--- src/design/button_press_hold_debouncer_defines.svh ---
`ifndef BUTTON_PRESS_HOLD_DEBOUNCER_DEFINES_SVH
`define BUTTON_PRESS_HOLD_DEBOUNCER_DEFINES_SVH

// Same-cycle implication, sampled on the block clock and disabled in reset.
`define BPHD_ASSERT_SAME(label, ante, cons) \
   label: assert property (@(posedge clock) disable iff (reset) (ante) |-> (cons)) \
      else $error("%m: check failed");

// Next-cycle implication, sampled on the block clock and disabled in reset.
`define BPHD_ASSERT_NEXT(label, ante, cons) \
   label: assert property (@(posedge clock) disable iff (reset) (ante) |=> (cons)) \
      else $error("%m: check failed");

`endif

--- src/design/bphd_pkg.sv ---
`timescale 1ns / 1ps

package bphd_pkg;

   // Default width of the internal time arithmetic.
   localparam int TIME_WIDTH_DEF = 32;

   // Configuration port geometry: two 16-bit registers at byte addresses 0 and 4.
   localparam int CSR_ADDR_WIDTH = 3;
   localparam int CSR_DATA_WIDTH = 32;
   localparam int CFG_WIDTH      = 16;

   localparam logic REG_DEBOUNCE = 1'b0;
   localparam logic REG_HOLD     = 1'b1;

   localparam logic [CFG_WIDTH-1:0] DEBOUNCE_RESET = 16'd20;
   localparam logic [CFG_WIDTH-1:0] HOLD_RESET     = 16'd1000;

   // Button state codes.
   localparam logic [1:0] ST_IDLE       = 2'd0;
   localparam logic [1:0] ST_PRESS_PEND = 2'd1;
   localparam logic [1:0] ST_HELD       = 2'd2;
   localparam logic [1:0] ST_REL_PEND   = 2'd3;

   // Event codes.
   localparam logic [1:0] EV_NONE    = 2'd0;
   localparam logic [1:0] EV_PRESS   = 2'd1;
   localparam logic [1:0] EV_HOLD    = 2'd2;
   localparam logic [1:0] EV_RELEASE = 2'd3;

   typedef struct packed {
      logic        raw_level;
      logic [31:0] now_ms;
   } req_type;

   typedef struct packed {
      logic [1:0] event_res;
      logic [1:0] button_state;
   } rsp_type;

   typedef struct packed {
      logic [CFG_WIDTH-1:0] debounce_window_ms;
      logic [CFG_WIDTH-1:0] hold_time_ms;
   } cfg_type;

endpackage

--- src/design/bphd_csr.sv ---
`timescale 1ns / 1ps

module bphd_csr (
   input  logic                                clock,
   input  logic                                reset,
   input  logic                                csr_psel,
   input  logic                                csr_penable,
   input  logic                                csr_pwrite,
   input  logic [bphd_pkg::CSR_ADDR_WIDTH-1:0] csr_paddr,
   input  logic [bphd_pkg::CSR_DATA_WIDTH-1:0] csr_pwdata,
   output logic [bphd_pkg::CSR_DATA_WIDTH-1:0] csr_prdata,
   output logic                                csr_pready,
   output bphd_pkg::cfg_type                   cfg
);
   import bphd_pkg::*;

   cfg_type cfg_ff;
   cfg_type cfg_in;
   logic    wr_en;
   logic    reg_sel;

   assign csr_pready = 1'b1;
   assign wr_en      = csr_psel && csr_penable && csr_pwrite && csr_pready;
   assign reg_sel    = csr_paddr[CSR_ADDR_WIDTH-1];

   always_comb begin
      cfg_in = cfg_ff;
      if (wr_en) begin
         case (reg_sel)
            REG_DEBOUNCE: cfg_in.debounce_window_ms = csr_pwdata[CFG_WIDTH-1:0];
            REG_HOLD:     cfg_in.hold_time_ms       = csr_pwdata[CFG_WIDTH-1:0];
            default:      cfg_in = cfg_ff;
         endcase
      end
   end

   always_comb begin
      case (reg_sel)
         REG_DEBOUNCE: csr_prdata = CSR_DATA_WIDTH'(cfg_ff.debounce_window_ms);
         REG_HOLD:     csr_prdata = CSR_DATA_WIDTH'(cfg_ff.hold_time_ms);
         default:      csr_prdata = '0;
      endcase
   end

   always_ff @(posedge clock) begin
      if (reset) begin
         cfg_ff.debounce_window_ms <= DEBOUNCE_RESET;
         cfg_ff.hold_time_ms       <= HOLD_RESET;
      end else begin
         cfg_ff <= cfg_in;
      end
   end

   assign cfg = cfg_ff;

endmodule

--- src/design/bphd_core.sv ---
`timescale 1ns / 1ps
`include "button_press_hold_debouncer_defines.svh"

module bphd_core #(
   parameter int TIME_WIDTH = bphd_pkg::TIME_WIDTH_DEF
) (
   input  logic              clock,
   input  logic              reset,
   input  bphd_pkg::cfg_type cfg,
   input  logic              req_valid,
   output logic              req_stall,
   input  bphd_pkg::req_type req_data,
   output logic              rsp_valid,
   input  logic              rsp_stall,
   output bphd_pkg::rsp_type rsp_data
);
   import bphd_pkg::*;

   logic                  s1_valid_ff;
   logic                  s1_valid_in;
   req_type               s1_data_ff;
   logic                  out_valid_ff;
   logic                  out_valid_in;
   rsp_type               out_data_ff;
   rsp_type               out_data_in;
   logic [1:0]            mode_ff;
   logic [1:0]            mode_in;
   logic [TIME_WIDTH-1:0] window_start_ff;
   logic [TIME_WIDTH-1:0] window_start_in;
   logic [TIME_WIDTH-1:0] press_start_ff;
   logic [TIME_WIDTH-1:0] press_start_in;
   logic [TIME_WIDTH-1:0] now_t;
   logic [TIME_WIDTH-1:0] win_elapsed;
   logic [TIME_WIDTH-1:0] hold_elapsed;
   logic                  win_done;
   logic                  hold_done;
   logic                  level_high;
   logic [1:0]            event_in;
   logic                  advance;
   logic                  fire;

   // The output register can take a new result when it is empty or being drained.
   assign advance     = !out_valid_ff || !rsp_stall;
   assign fire        = s1_valid_ff && advance;
   assign req_stall   = s1_valid_ff && !advance;
   assign s1_valid_in = req_stall || req_valid;
   assign out_valid_in = advance ? s1_valid_ff : out_valid_ff;

   // Time is carried at TIME_WIDTH bits; elapsed values wrap modulo that width.
   assign now_t        = TIME_WIDTH'(s1_data_ff.now_ms);
   assign level_high   = s1_data_ff.raw_level;
   assign win_elapsed  = now_t - window_start_ff;
   assign hold_elapsed = now_t - press_start_ff;
   assign win_done     = win_elapsed >= TIME_WIDTH'(cfg.debounce_window_ms);
   assign hold_done    = hold_elapsed >= TIME_WIDTH'(cfg.hold_time_ms);

   always_comb begin
      mode_in         = mode_ff;
      window_start_in = window_start_ff;
      press_start_in  = press_start_ff;
      event_in        = EV_NONE;
      case (mode_ff)
         ST_IDLE: begin
            if (!level_high) begin
               window_start_in = now_t;
               mode_in         = ST_PRESS_PEND;
            end
         end
         ST_PRESS_PEND: begin
            if (level_high) begin
               mode_in = ST_IDLE;
            end else if (win_done) begin
               press_start_in = now_t;
               event_in       = EV_PRESS;
               mode_in        = ST_HELD;
            end
         end
         ST_HELD: begin
            if (level_high) begin
               window_start_in = now_t;
               mode_in         = ST_REL_PEND;
            end else if (hold_done) begin
               // Re-arm so that hold events repeat every hold period.
               press_start_in = now_t;
               event_in       = EV_HOLD;
            end
         end
         default: begin
            // Release pending: a low pin is a bounce and restarts a press window.
            if (!level_high) begin
               window_start_in = now_t;
               mode_in         = ST_PRESS_PEND;
            end else if (win_done) begin
               event_in = EV_RELEASE;
               mode_in  = ST_IDLE;
            end
         end
      endcase
   end

   assign out_data_in.event_res    = event_in;
   assign out_data_in.button_state = mode_in;

   always_ff @(posedge clock) begin
      if (reset) begin
         s1_valid_ff     <= 1'b0;
         out_valid_ff    <= 1'b0;
         mode_ff         <= ST_IDLE;
         window_start_ff <= '0;
         press_start_ff  <= '0;
      end else begin
         s1_valid_ff  <= s1_valid_in;
         out_valid_ff <= out_valid_in;
         if (fire) begin
            mode_ff         <= mode_in;
            window_start_ff <= window_start_in;
            press_start_ff  <= press_start_in;
         end
      end
   end

   always_ff @(posedge clock) begin
      if (!req_stall) begin
         s1_data_ff <= req_data;
      end
      if (fire) begin
         out_data_ff <= out_data_in;
      end
   end

   assign rsp_valid = out_valid_ff;
   assign rsp_data  = out_data_ff;

   `BPHD_ASSERT_SAME(a_press_to_held, out_valid_ff && out_data_ff.event_res == EV_PRESS,
                     out_data_ff.button_state == ST_HELD)
   `BPHD_ASSERT_SAME(a_hold_in_held, out_valid_ff && out_data_ff.event_res == EV_HOLD,
                     out_data_ff.button_state == ST_HELD)
   `BPHD_ASSERT_SAME(a_release_to_idle, out_valid_ff && out_data_ff.event_res == EV_RELEASE,
                     out_data_ff.button_state == ST_IDLE)
   `BPHD_ASSERT_NEXT(a_state_only_on_fire, !fire, $stable(mode_ff))

endmodule

--- src/design/button_press_hold_debouncer.sv ---
`timescale 1ns / 1ps
// Press/hold button debouncer.
// The request channel (req_valid, req_stall, req_data) takes one transaction per
// sample: the raw active-low pin level and a wrapping millisecond timestamp.
// The response channel (rsp_valid, rsp_stall, rsp_data) returns exactly one
// transaction per request, carrying the event (none, press, hold, release) and
// the button state after that sample.
// A request is taken into the input register, and its response is then written
// into the output register once that register is empty or being drained.
// Throughput is one transaction per cycle unless the receiver stalls; the
// state update is a single pass of two wrapping subtract-and-compare paths
// between those two registers. When the receiver stalls, the pending response
// holds, and req_stall rises as soon as the input register holds a request.
// Synchronous reset empties both registers, returns the machine to idle with
// zero window and press times, and loads a 20 ms debounce window and a
// 1000 ms hold period. The APB-style csr_ port writes the debounce window at
// byte address 0 and the hold period at address 4; write it only while idle.
module button_press_hold_debouncer #(
   parameter int TIME_WIDTH = bphd_pkg::TIME_WIDTH_DEF
) (
   input  logic                                clock,
   input  logic                                reset,
   input  logic                                req_valid,
   output logic                                req_stall,
   input  bphd_pkg::req_type                   req_data,
   output logic                                rsp_valid,
   input  logic                                rsp_stall,
   output bphd_pkg::rsp_type                   rsp_data,
   input  logic                                csr_psel,
   input  logic                                csr_penable,
   input  logic                                csr_pwrite,
   input  logic [bphd_pkg::CSR_ADDR_WIDTH-1:0] csr_paddr,
   input  logic [bphd_pkg::CSR_DATA_WIDTH-1:0] csr_pwdata,
   output logic [bphd_pkg::CSR_DATA_WIDTH-1:0] csr_prdata,
   output logic                                csr_pready
);
   import bphd_pkg::*;

   // Current configuration, shared by the whole state machine.
   cfg_type cfg;

   bphd_csr u_csr (
      .clock       (clock),
      .reset       (reset),
      .csr_psel    (csr_psel),
      .csr_penable (csr_penable),
      .csr_pwrite  (csr_pwrite),
      .csr_paddr   (csr_paddr),
      .csr_pwdata  (csr_pwdata),
      .csr_prdata  (csr_prdata),
      .csr_pready  (csr_pready),
      .cfg         (cfg)
   );

   // Input register, state machine and output register.
   bphd_core #(
      .TIME_WIDTH (TIME_WIDTH)
   ) u_core (
      .clock     (clock),
      .reset     (reset),
      .cfg       (cfg),
      .req_valid (req_valid),
      .req_stall (req_stall),
      .req_data  (req_data),
      .rsp_valid (rsp_valid),
      .rsp_stall (rsp_stall),
      .rsp_data  (rsp_data)
   );

endmodule

--- config.mk ---
export PLATFORM = sky130hd
export DESIGN_NAME = button_press_hold_debouncer
export DESIGN_NICKNAME = d
export VERILOG_FILES = /design/src/design/bphd_pkg.sv /design/src/design/bphd_csr.sv /design/src/design/bphd_core.sv /design/src/design/button_press_hold_debouncer.sv
export VERILOG_INCLUDE_DIRS = /design/src /design/src/design
export SDC_FILE = /design/constraint.sdc
export NUM_CORES = 1
export LEC_CHECK = 0
export BUFFER_PORTS_ARGS = -buffer_cell sky130_fd_sc_hd__buf_2
export CAP_MARGIN = 20
export CORE_MARGIN = 10
export CORE_UTILIZATION = 44
export CTS_CLUSTER_SIZE = 16
export DETAILED_ROUTE_END_ITERATION = 10
export GPL_TIMING_DRIVEN = 0
export SLEW_MARGIN = 20
export SYNTH_ARGS = -nofsm -noshare
export SYNTH_HDL_FRONTEND = slang
export SYNTH_SLANG_ARGS = --single-unit
--- constraint.sdc ---
create_clock -name clock -period 4.7 [get_ports clock]
set_input_delay 0.705 -clock clock [delete_from_list [all_inputs] [get_ports clock]]
set_output_delay 0.705 -clock clock [all_outputs]
set_load 0.03 [all_outputs]
==> results.md, run 1 <==
- Status: complete, but fails checks
- Failing checks: negative setup slack
- Slowest Stage Delay on Critical Path: 0.42 ns
- Crit Path Class: flip-flop to flip-flop
- Chip height: about 170 um
- Most frequent CP cell: nand4_1
- Drc violations: 0
- H-tree Lvls: 4
- Router iterations before antenna repair: 5
- Post-layout minimum cycle time: between 4 and 5 ns
- Worst clock skew: 0.00895 ns
- Max Used Layer: met4
- Register area share after synthesis: roughly 30%
- Tcrit/Tclk final: 100%
- Cts-stage hold buffer count: 0
- Crit-path cells: ha_2, a21oi_1, o21ai_1, a21o_1, a211o_2, a21o_1, a21oi_2, xnor2_1, ha_1, o2111ai_2, nor2_2, nand4_1, a21oi_1, a311oi_1, o2111a_1, nand4_1, nor4_2, nand4_1, o211a_1, buf_12, buf_16, mux2i_1
- Worst Hold Slack: approximately 0.44 ns
- First-pass GRT wire length: about 47,000 um
- Gr usage total: 19.2%
- Die ar.: 30,100 um^2
- Fmax achieved: between 0.2 and 0.25 GHz
- Vias in the first global route: 9,071
- Commonest register cell after synthesis: dfxtp_1
- Initial antenna violation count: 0
- Root Buffer: clkbuf_16
- Largest net degree at the start of global routing: 29
- CP max FO: 8
- Initial core utilization: 44.4%
- Max VDD drop: approximately 0.22 mV
- Crit path DAT: ~5 ns
- Clock Path Buffers: 2
- Req. time, crit path: 5.02 ns
- Fin. max-slew vios: 0
- Share of the synthesized area in the top cell type: 19.3%
- Ys async rst share: 0%
- Final Wtd Congestion: 0.928
- Crit path max-delay cell type: edfxtp_1
- Met3 WL: 1670 um
- Via density: 5.32
- Synthesized flop and latch total: approximately 140
- Filler cells: between 2k and 2.5k
- Clk_lat worst skew: 0.43 ns
- Leakage: 4.71 nW
- Count of different cell masters after synthesis: 82
- CTS sink cnt: between 100 and 150
- I/O Pins: roughly 110
- Wire per inst: 16.5 um
- Mapped Area: approximately 10,000 um^2
- Wl on met1: 14,100 um
- Hold Fails Final Rpt: 0
- Antenna Cells: 0
- Initial detailed-routing violation count: a little under 800
- Row count: 56
- Setup Viol. Count Final: 1
- Hold Crit Class: input port to flip-flop
- I/O Buffers: 76
- FF-to-FF setup slack: -0.003 ns
- Clock tree from TritonCTS: yes
- RSZ-0062 raised after global routing: true
- Yosys synthesis warning count: 0
- Post-DP Area: 11,200 um^2
- Fin nets: 1,610
- Clock buffer count from CTS: 17
- MaxCap Viol Count: 0
- Final instance area: 12,200 um^2
- Drt total wl: 29,100 um
- Slew HR: 19.5%
- Core area: 23,300 um^2
- Worst-Margin Slew: ~1.2 ns
- Post-synth EDFFs: 37
- CP startpoint kind: flip-flop
- Met2 Wirelength: 12,900 um
- Post-Syn Area per Cell: slightly below 8 um^2
- Crit end category: flip-flop
- DPL Wire Length: 22,700 um
- ANT nets after route: 0
- Power density over the cells: 304 nW/um^2
- Layout cell share with drive strength beyond 1: between 15 and 20%
- Syn Inst Count: 1,303
- Area leader, netlist: dfxtp_1
- Die Wd: around 170 um
- Clk pin slew, worst setup/hold paths: 0.07 ns
- Area grow syn2layout: 18.1%
- Routed via count: 9,393
- Largest cells by area after synthesis: dfxtp_1, ha_1, edfxtp_1
- Grt ovf: 0
- Fin worst setup slack: -0.00326 ns
[placed cells by master, fill, tap and decap left out, types with 33 or more instances in the layout]
master	Yosys	layout
buf_2	9	85
ha_1	99	90
o21ai_0	48	45
edfxtp_1	37	37
clkbuf_1	42	43
mux2i_1	37	36
nand2b_1	74	74
inv_1	118	116
buf_4	17	33
nor2_1	65	64
nand2_1	199	199
a21oi_1	141	136
dfxtp_1	100	100
[critical path, delay by kind of cell, from the launching register on]
| kind | cells | cell delay [ns] |
|---|---|---|
| AND/OR/NAND/NOR | 5 | 0.73 |
| adder cells (fa/ha/maj) | 2 | 0.63 |
| buffers and inverters | 2 | 0.32 |
| AO/OA/AOI/OAI | 11 | 2.19 |
| XOR/XNOR | 1 | 0.16 |
| multiplexers | 1 | 0.11 |
| flip-flops | 1 | 0.42 |
[layer usage]
layer,vias to the layer above,global-route usage (%)
li1,4795,-
met1,4316,26.4
met2,254,29.8
met3,28,4.03
met4,0,4.60
met5,-,0
[state kept, by name, indices dropped and copies added, names as in the netlist]
signal / flops
u_core.press_start_ff: 32
u_core.window_start_ff: 32
u_csr.cfg: 32
u_core.level_high: 1
u_core.mode_ff: 2
u_core.rsp_data: 4
u_core.rsp_valid: 1
u_core.now_t: 32
u_core.s1_valid_ff: 1
[path summary, 6_finish.rpt]
check | start | end | depth (start not counted)
min | req_data[4] | u_core.now_t[4] | 1
max | u_core.now_t[8] | u_core.press_start_ff[4] | 22
max reg2reg | u_core.now_t[8] | u_core.press_start_ff[4] | 22
min reg2reg | u_core.window_start_ff[16] | u_core.window_start_ff[16] | 2
[cells in the mapped netlist, types with 9 or more instances]
cell      count
nor3_1       22
mux2i_1      37
a21oi_1     141
buf_4        17
buf_2         9
o21bai_1      9
o21ai_1      10
nor2_1       65
nand2_1     199
a21o_1       20
a211o_1      10
a211oi_1     11
inv_1       118
nand2b_1     74
edfxtp_1     37
nand4_1      27
o211ai_1      9
nand3_1      17
dfxtp_1     100
ha_1         99
xor2_1       16
xnor2_1      29
o21ai_0      48
clkbuf_1     42
o21a_1       10
[power by group]
part           switching, mW  internal [mW]
Combinational          0.571          0.393
Clock                  0.591          0.868
Sequential            0.0426           1.26
[logic make-up (layout without fill, tap and decap cells)]
family / count (synthesis) / in the layout / share of synthesized area [%]
other: 2 / 17 / 0.0724
xor gates and xnor gates: 46 / 46 / 3.96
DFF: 137 / 137 / 30.0
and+or+nand+nor: 447 / 447 / 20.7
adders and majority gates: 101 / 101 / 12.3
AOI/OAI and AO/OA: 339 / 339 / 20.9
muxes: 39 / 39 / 3.79
buffers and inverters: 192 / 321 / 8.23
[area by class of cell]
cell class	count	area (um^2)	share of cell area, %
clock buffer	21	493	4.03
tap	319	399	3.26
inverter	118	443	3.62
buffer	74	419	3.42
multi-input combinational	989	6630	54.2
sequential	137	3110	25.4
timing repair buffer	97	614	5.02
clock inverter	11	129	1.05
[timing repair]
item                                   in CTS  in global routing
gates resized for setup                    35                  9
setup endpoints to repair                  35                 38
endpoints found under the hold margin       0                  0
gates cloned                                3                  0
pin swaps                                   9                  4
setup buffers                              15                  3
[per-stage QoR]
stage / util [%] / cells / power [mW] / setup slack, ns / setup TNS, ns
2_1_floorplan: - / 1318 / 2.01 / 0.461 / 0
3_3_place_gp: 48.0 / 1713 / 2.22 / -0.379 / -12.21
3_5_place_dp: 48.1 / 1714 / 2.23 / -0.404 / -12.87
4_1_cts: 52.2 / 1764 / 3.73 / -0.00190 / -0.00190
5_1_grt: 52.5 / 1766 / 3.92 / -0.258 / -8.00
6_report: 52.5 / 1766 / 3.72 / -0.00326 / -0.00326
Power figures use the tool's default switching activity.
==> inputs of run 2 (changes only) <==
PLACE_DENSITY = 0.65   (was default)
REMOVE_ABC_BUFFERS = 1   (was default)
clock period = 4 ns   (was 4.7 ns; I/O delays follow)
==> run 2 against run 1 <==
  * Design area decreased by 0.59%
  * The flow still finishes with violations (negative setup slack)
  * Largest cell class unchanged
  * Clock-buffer cell count fell by 1
  * Sequential share of layout area is 0.15 points higher
==> results.md, run 2 (same netlist as run 1, synthesis figures left out) <==
- Row count: 56
- Vias in the first global route: about 9.0k
- Tcrit/Tclk final: 117%
- Clock tree from TritonCTS: yes
- Power density over the cells: ~360 nW/um^2
- Top delay family on crit path: compound AO/OA/AOI/OAI gates
- Leakage: ~4.7 nW
- Clock Path Buffers: 2
- Hold path startpoint: req_data[32]
- Max VDD drop: 0.252 mV
- Crit Path Class: flip-flop to flip-flop
- Slew HR: 40.7%
- Crit path DAT: 5.01 ns
- Hold Crit Class: input port to flip-flop
- RSZ-0062 raised after global routing: true
- Core area: 23,300 um^2
- Fmax achieved: 0.214 GHz
- Clock buffer count from CTS: 17
- Root Buffer: clkbuf_16
- Placed cells: 1,645
- Grt ovf: 0
- Worst clock skew: 0.0123 ns
- Clk pin slew, worst setup/hold paths: 0.07 ns
- Fin nets: 1,569
- DPL Wire Length: ~20,000 um
- Most common cell after layout, fill and taps aside: nand2_1
- Initial antenna violation count: 0
- CP bufs+invs: 1
- CP max FO: 8
- Final total power: 4.36 mW
- Crit path max-delay cell type: edfxtp_1
- First-pass GRT wire length: between 40,000 and 50,000 um
- Via density: approximately 5.4
- Most frequent CP cell: nand4_1
- Drc violations: 0
- Status: complete, but fails checks
- Finished Layout Cells: 1,725
- Layout cell share with drive strength beyond 1: 16.9%
- Final Wtd Congestion: 0.864
- Initial core utilization: between 40 and 50%
- Initial detailed-routing violation count: 737
- CP startpoint kind: flip-flop
- Router iterations before antenna repair: 6
- Drt total wl: 28,300 um
- Post-layout minimum cycle time: roughly 4.7 ns
- Setup Viol. Count Final: 38
- MaxCap Viol Count: 0
- Largest net degree at the start of global routing: 79
- Gr usage total: 18.5%
- Worst-Margin Slew: 0.888 ns
- Routed via count: 9,357
- Critical path launch point: u_core.now_t[6]
- CTS sink cnt: between 100 and 150
- Fin. max-slew vios: 0
- Slowest Stage Delay on Critical Path: approximately 0.45 ns
- I/O Pins: 114
- ANT nets after route: 0
- Failing checks: negative setup slack
- I/O Buffers: between 70 and 80
- Cts-stage hold buffer count: 0
- Req. time, crit path: between 4 and 5 ns
- Fin worst setup slack: -0.673 ns
- Clk_lat worst skew: around 0.43 ns
- Crit-path cells: ha_4, a21oi_2, o21ai_2, a21o_1, a211o_4, a21o_1, a21oi_2, xnor2_1, ha_1, o2111ai_2, nor2_1, nand4_1, a21oi_1, a311oi_1, o2111a_1, nand4_1, nor4_2, nand4_1, buf_6, o211a_4, mux2i_2
- Crit end category: flip-flop
- Die ar.: 30,100 um^2
- Hold Fails Final Rpt: 0
- Area grow syn2layout: 17.4%
- Commonest non-fill, non-tap cells in the layout: nand2_1, a21oi_1, inv_1
- Antenna Cells: 0
- Die Wd: 173 um
- Wire per inst: ~16 um
- Chip height: 173 um
- H-tree Lvls: 4
- Reg-to-Reg Start: u_core.now_t[6]
## run 2: worst reg2reg max path: cells and delay by family, from the launching register on
| kind | cells | cell delay (ns) |
|---|---|---|
| AO/OA/AOI/OAI | 11 | 2.29 |
| XOR/XNOR | 1 | 0.14 |
| adder cells (fa/ha/maj) | 2 | 0.56 |
| buffers and inverters | 1 | 0.19 |
| flip-flops | 1 | 0.45 |
| multiplexers | 1 | 0.23 |
| AND/OR/NAND/NOR | 5 | 0.73 |
## run 2: final timing paths
kind | end | slack, ns | cells after the start
max | u_core.press_start_ff[29] | -0.67 | 21
min reg2reg | u_csr.cfg[28] | 0.45 | 2
min | u_core.level_high | 0.34 | 1
max reg2reg | u_core.press_start_ff[29] | -0.67 | 21
## run 2: power breakdown
group	total, mW	switching, mW	leakage (nW)	internal (mW)
logic	1.16	0.680	3.16	0.479
clock network	1.67	0.672	0.298	0.998
registers	1.53	0.0503	1.20	1.48
total	4.36	1.40	4.66	2.96
## run 2: per-stage QoR
step / setup TNS (ns) / cell area [um^2] / hold WS, ns / utilization, % / setup WS, ns
floorplan: -20.94 / 10000 / 0.430 / - / -0.652
global placement: -63.73 / 10800 / 0.441 / 46.3 / -1.79
detailed placement: -41.86 / 10900 / 0.446 / 46.7 / -1.21
CTS: -26.38 / 12000 / 0.326 / 51.6 / -0.848
global route: -32.41 / 12200 / 0.326 / 52.2 / -0.952
finish: -21.77 / 12200 / 0.340 / 52.2 / -0.673
## run 2: what timing repair did
item                                   4_1_cts  5_1_grt
resized for setup                           43       13
setup endpoints to repair                   38       38
pin swaps                                   36       15
endpoints found under the hold margin        0        0
buffers inserted                            39        7
cloned                                       2        0
## run 2: final cells by class
| type | count | area (um^2) |
|---|---|---|
| Fill cell | 2211 | 11200 |
| Multi-Input combinational cell | 991 | 6760 |
| Sequential cell | 137 | 3110 |
| Timing Repair Buffer | 128 | 835 |
| Clock buffer | 20 | 479 |
| Inverter | 118 | 443 |
| Tap cell | 319 | 399 |
| Clock inverter | 12 | 135 |
## run 2: per-layer routing
metal / wire length [um] / track usage (%) / part of all wire, %
met2: 12600 / 29.3 / 45
met5: 0 / 0 / 0
met1: 13600 / 24.6 / 48
met3: 1540 / 3.79 / 5.4
met4: 564 / 5.79 / 2.0
==> inputs of run 3 (changes only) <==
CORE_UTILIZATION = 60   (was 44)
PLACE_DENSITY = 0.81   (was 0.65)
clock period = 6 ns   (was 4 ns; I/O delays follow)
==> run 3 against run 2 <==
  * The flow now finishes without violations
  * Clock skew is 0.0026 ns lower
  * Via count unchanged
  * Critical path type unchanged
  * First-iteration DRC count grew 26%
  * Sequential power decreased by 33%
  * Critical path depth down 1
  * Highest routed layer unchanged
  * Register-to-register slack gained 1.6 ns
  * Clock power is 32% lower
  * Sequential share of layout area up 1.7 points
  * Largest cell class unchanged
  * Design area down 6.2%
==> results.md, run 3 (same netlist as run 1, synthesis figures left out) <==
- MaxCap Viol Count: 0
- CTS sink cnt: between 100 and 150
- Initial antenna violation count: 0
- Logic gate share of total power: 24.4%
- Max VDD drop: 0.216 mV
- Slew HR: 40.3%
- Int Power: 1.97 mW
- Crit end category: flip-flop
- Initial core utilization: 60.6%
- Met3 WL: 2070 um
- I/O Pins: about 110
- Crit-path cells: ha_1, nor2b_1, o2111ai_1, a211oi_1, a211o_2, a21o_1, a21oi_1, xnor2_1, ha_1, o2111ai_1, nor2_1, o21ai_0, o211ai_1, a311oi_1, o2111a_1, nand4_1, nor4_2, nand4_1, o211a_4, mux2i_1
- Clk pin slew, worst setup/hold paths: 0.06 ns
- DPL Wire Length: approximately 19,000 um
- Worst Hold Slack: 0.454 ns
- Hold Crit Class: flip-flop to flip-flop
- Clk_lat worst skew: 0.44 ns
- Grt ovf: 0
- Cts-stage hold buffer count: 0
- Fin. max-slew vios: 0
- Largest net degree at the start of global routing: 89
- First-pass GRT wire length: 41,900 um
- Clock tree from TritonCTS: yes
- RSZ-0062 raised after global routing: false
- Area grow syn2layout: 10.1%
- CP bufs+invs: 0
- Drt total wl: 25,800 um
- H-tree Lvls: 4
- Worst clock skew: 0.00962 ns
- Max Used Layer: met4
- Hold Fails Final Rpt: 0
- Clock buffer count from CTS: 17
- Tcrit/Tclk final: 85.3%
- Top delay family on crit path: compound AO/OA/AOI/OAI gates
- Via density: 5.91
- Slowest Stage Delay on Critical Path: 0.51 ns
- Router iterations before antenna repair: 6
- Commonest non-fill, non-tap cells in the layout: nand2_1, a21oi_1, inv_1
- Multi-input logic area: 6480 um^2
- Crit Path Class: flip-flop to flip-flop
- ANT nets after route: 0
- Vias in the first global route: between 8k and 9k
- Wl on met1: 11,500 um
- Leakage: around 4.4 nW
- Met2 Wirelength: 11,600 um
- Drc violations: 0
- Gr usage total: 22.4%
- Worst-Margin Slew: between 0.8 and 0.9 ns
- CP max FO: 32
- Wire per inst: 16.3 um
- Setup repair bufs after CTS: 0
- Routed via count: slightly above 9k
- CTS resizes: 0
- Initial detailed-routing violation count: 927
- Die ar.: 22,900 um^2
- Fmax achieved: 0.195 GHz
- Sw Pwr: 0.875 mW
- Row count: 48
- Register area: 3110 um^2
- Antenna Cells: 0
- Chip height: around 150 um
- Seq pwr share: 35.9%
- Most common cell after layout, fill and taps aside: nand2_1
- Clk pwr share: 39.6%
- Die Wd: 151 um
- Core area: between 15,000 and 20,000 um^2
- Clock Path Buffers: 2
- I/O Buffers: 78
- Filler cells: ~1.5k
- Crit path max-delay cell type: edfxtp_1
- Root Buffer: clkbuf_16
- Total Neg Setup Slack: 0 ns
- Final Wtd Congestion: 0.908
- Net Sw Frac: between 30% and 40%
- Layout cell share with drive strength beyond 1: a little over a tenth
- Crit path DAT: 5.42 ns
- Setup Viol. Count Final: 0
- Status: finished, final reports clean
- Post-layout minimum cycle time: 5.12 ns
- Req. time, crit path: between 6 and 7 ns
- Fin nets: 1,521
- CP startpoint kind: flip-flop
- Final core occ: 66.7%
- Power density over the cells: approximately 250 nW/um^2
[run 3: cell types whose count changed in the layout (fill, tap and decap cells not counted), sizes merged]
cell,delta
buf,-46
clkbuf,+4
clkinv,-1
clkinvlp,-2
inv,-1
o211a,-2
[run 3: area by class of cell]
cell class	instances	share of cell area, %
flip-flops and latches	137	27.3
multi-input cells	989	56.8
clock inverters	8	0.899
well taps	225	2.47
repair buffers	82	3.99
inverters	118	3.88
clock buffers	24	4.69
[run 3: power by group through the flow]
stage	Sequential, mW	Clock (mW)	Combinational [mW]
after detailed placement	1.04	0	0.675
after CTS	1.02	1.14	0.684
after global routing	1.03	1.18	0.774
after global placement	1.04	0	0.662
final	1.02	1.13	0.696
after floorplan	1.03	0	0.511
[run 3: metrics by stage]
step                      total power, mW  setup slack, ns  cells  area [um^2]
after floorplan                      1.54             1.35   1244        10000
after global placement               1.70            0.406   1547        10700
after detailed placement             1.72            0.974   1551        10800
after CTS                            2.85            0.891   1583        11400
after global routing                 2.98            0.530   1583        11400
final                                2.85            0.879   1583        11400
[run 3: worst register-to-register path: cells and delay by family, from the launching register on]
kind / cells / cell delay (ns)
flip-flops: 1 / 0.51
adder cells (fa/ha/maj): 2 / 0.62
AO/OA/AOI/OAI: 11 / 2.63
AND/OR/NAND/NOR: 5 / 0.85
XOR/XNOR: 1 / 0.16
multiplexers: 1 / 0.24
[run 3: final timing paths]
| path | from | end | slack (ns) | cells past startpoint |
|---|---|---|---|---|
| setup / recovery | u_core.now_t[1] | u_core.press_start_ff[0] | 0.88 | 20 |
| setup reg to reg | u_core.now_t[1] | u_core.press_start_ff[0] | 0.88 | 20 |
| hold reg to reg | u_core.window_start_ff[4] | u_core.window_start_ff[4] | 0.45 | 2 |
| hold / removal | u_core.window_start_ff[4] | u_core.window_start_ff[4] | 0.45 | 2 |
[run 3: routing by layer]
layer,GRT usage [%],up-vias
li1,-,4608
met1,30.3,4346
met2,35.6,345
met3,4.00,58
met4,7.22,0
met5,0,-
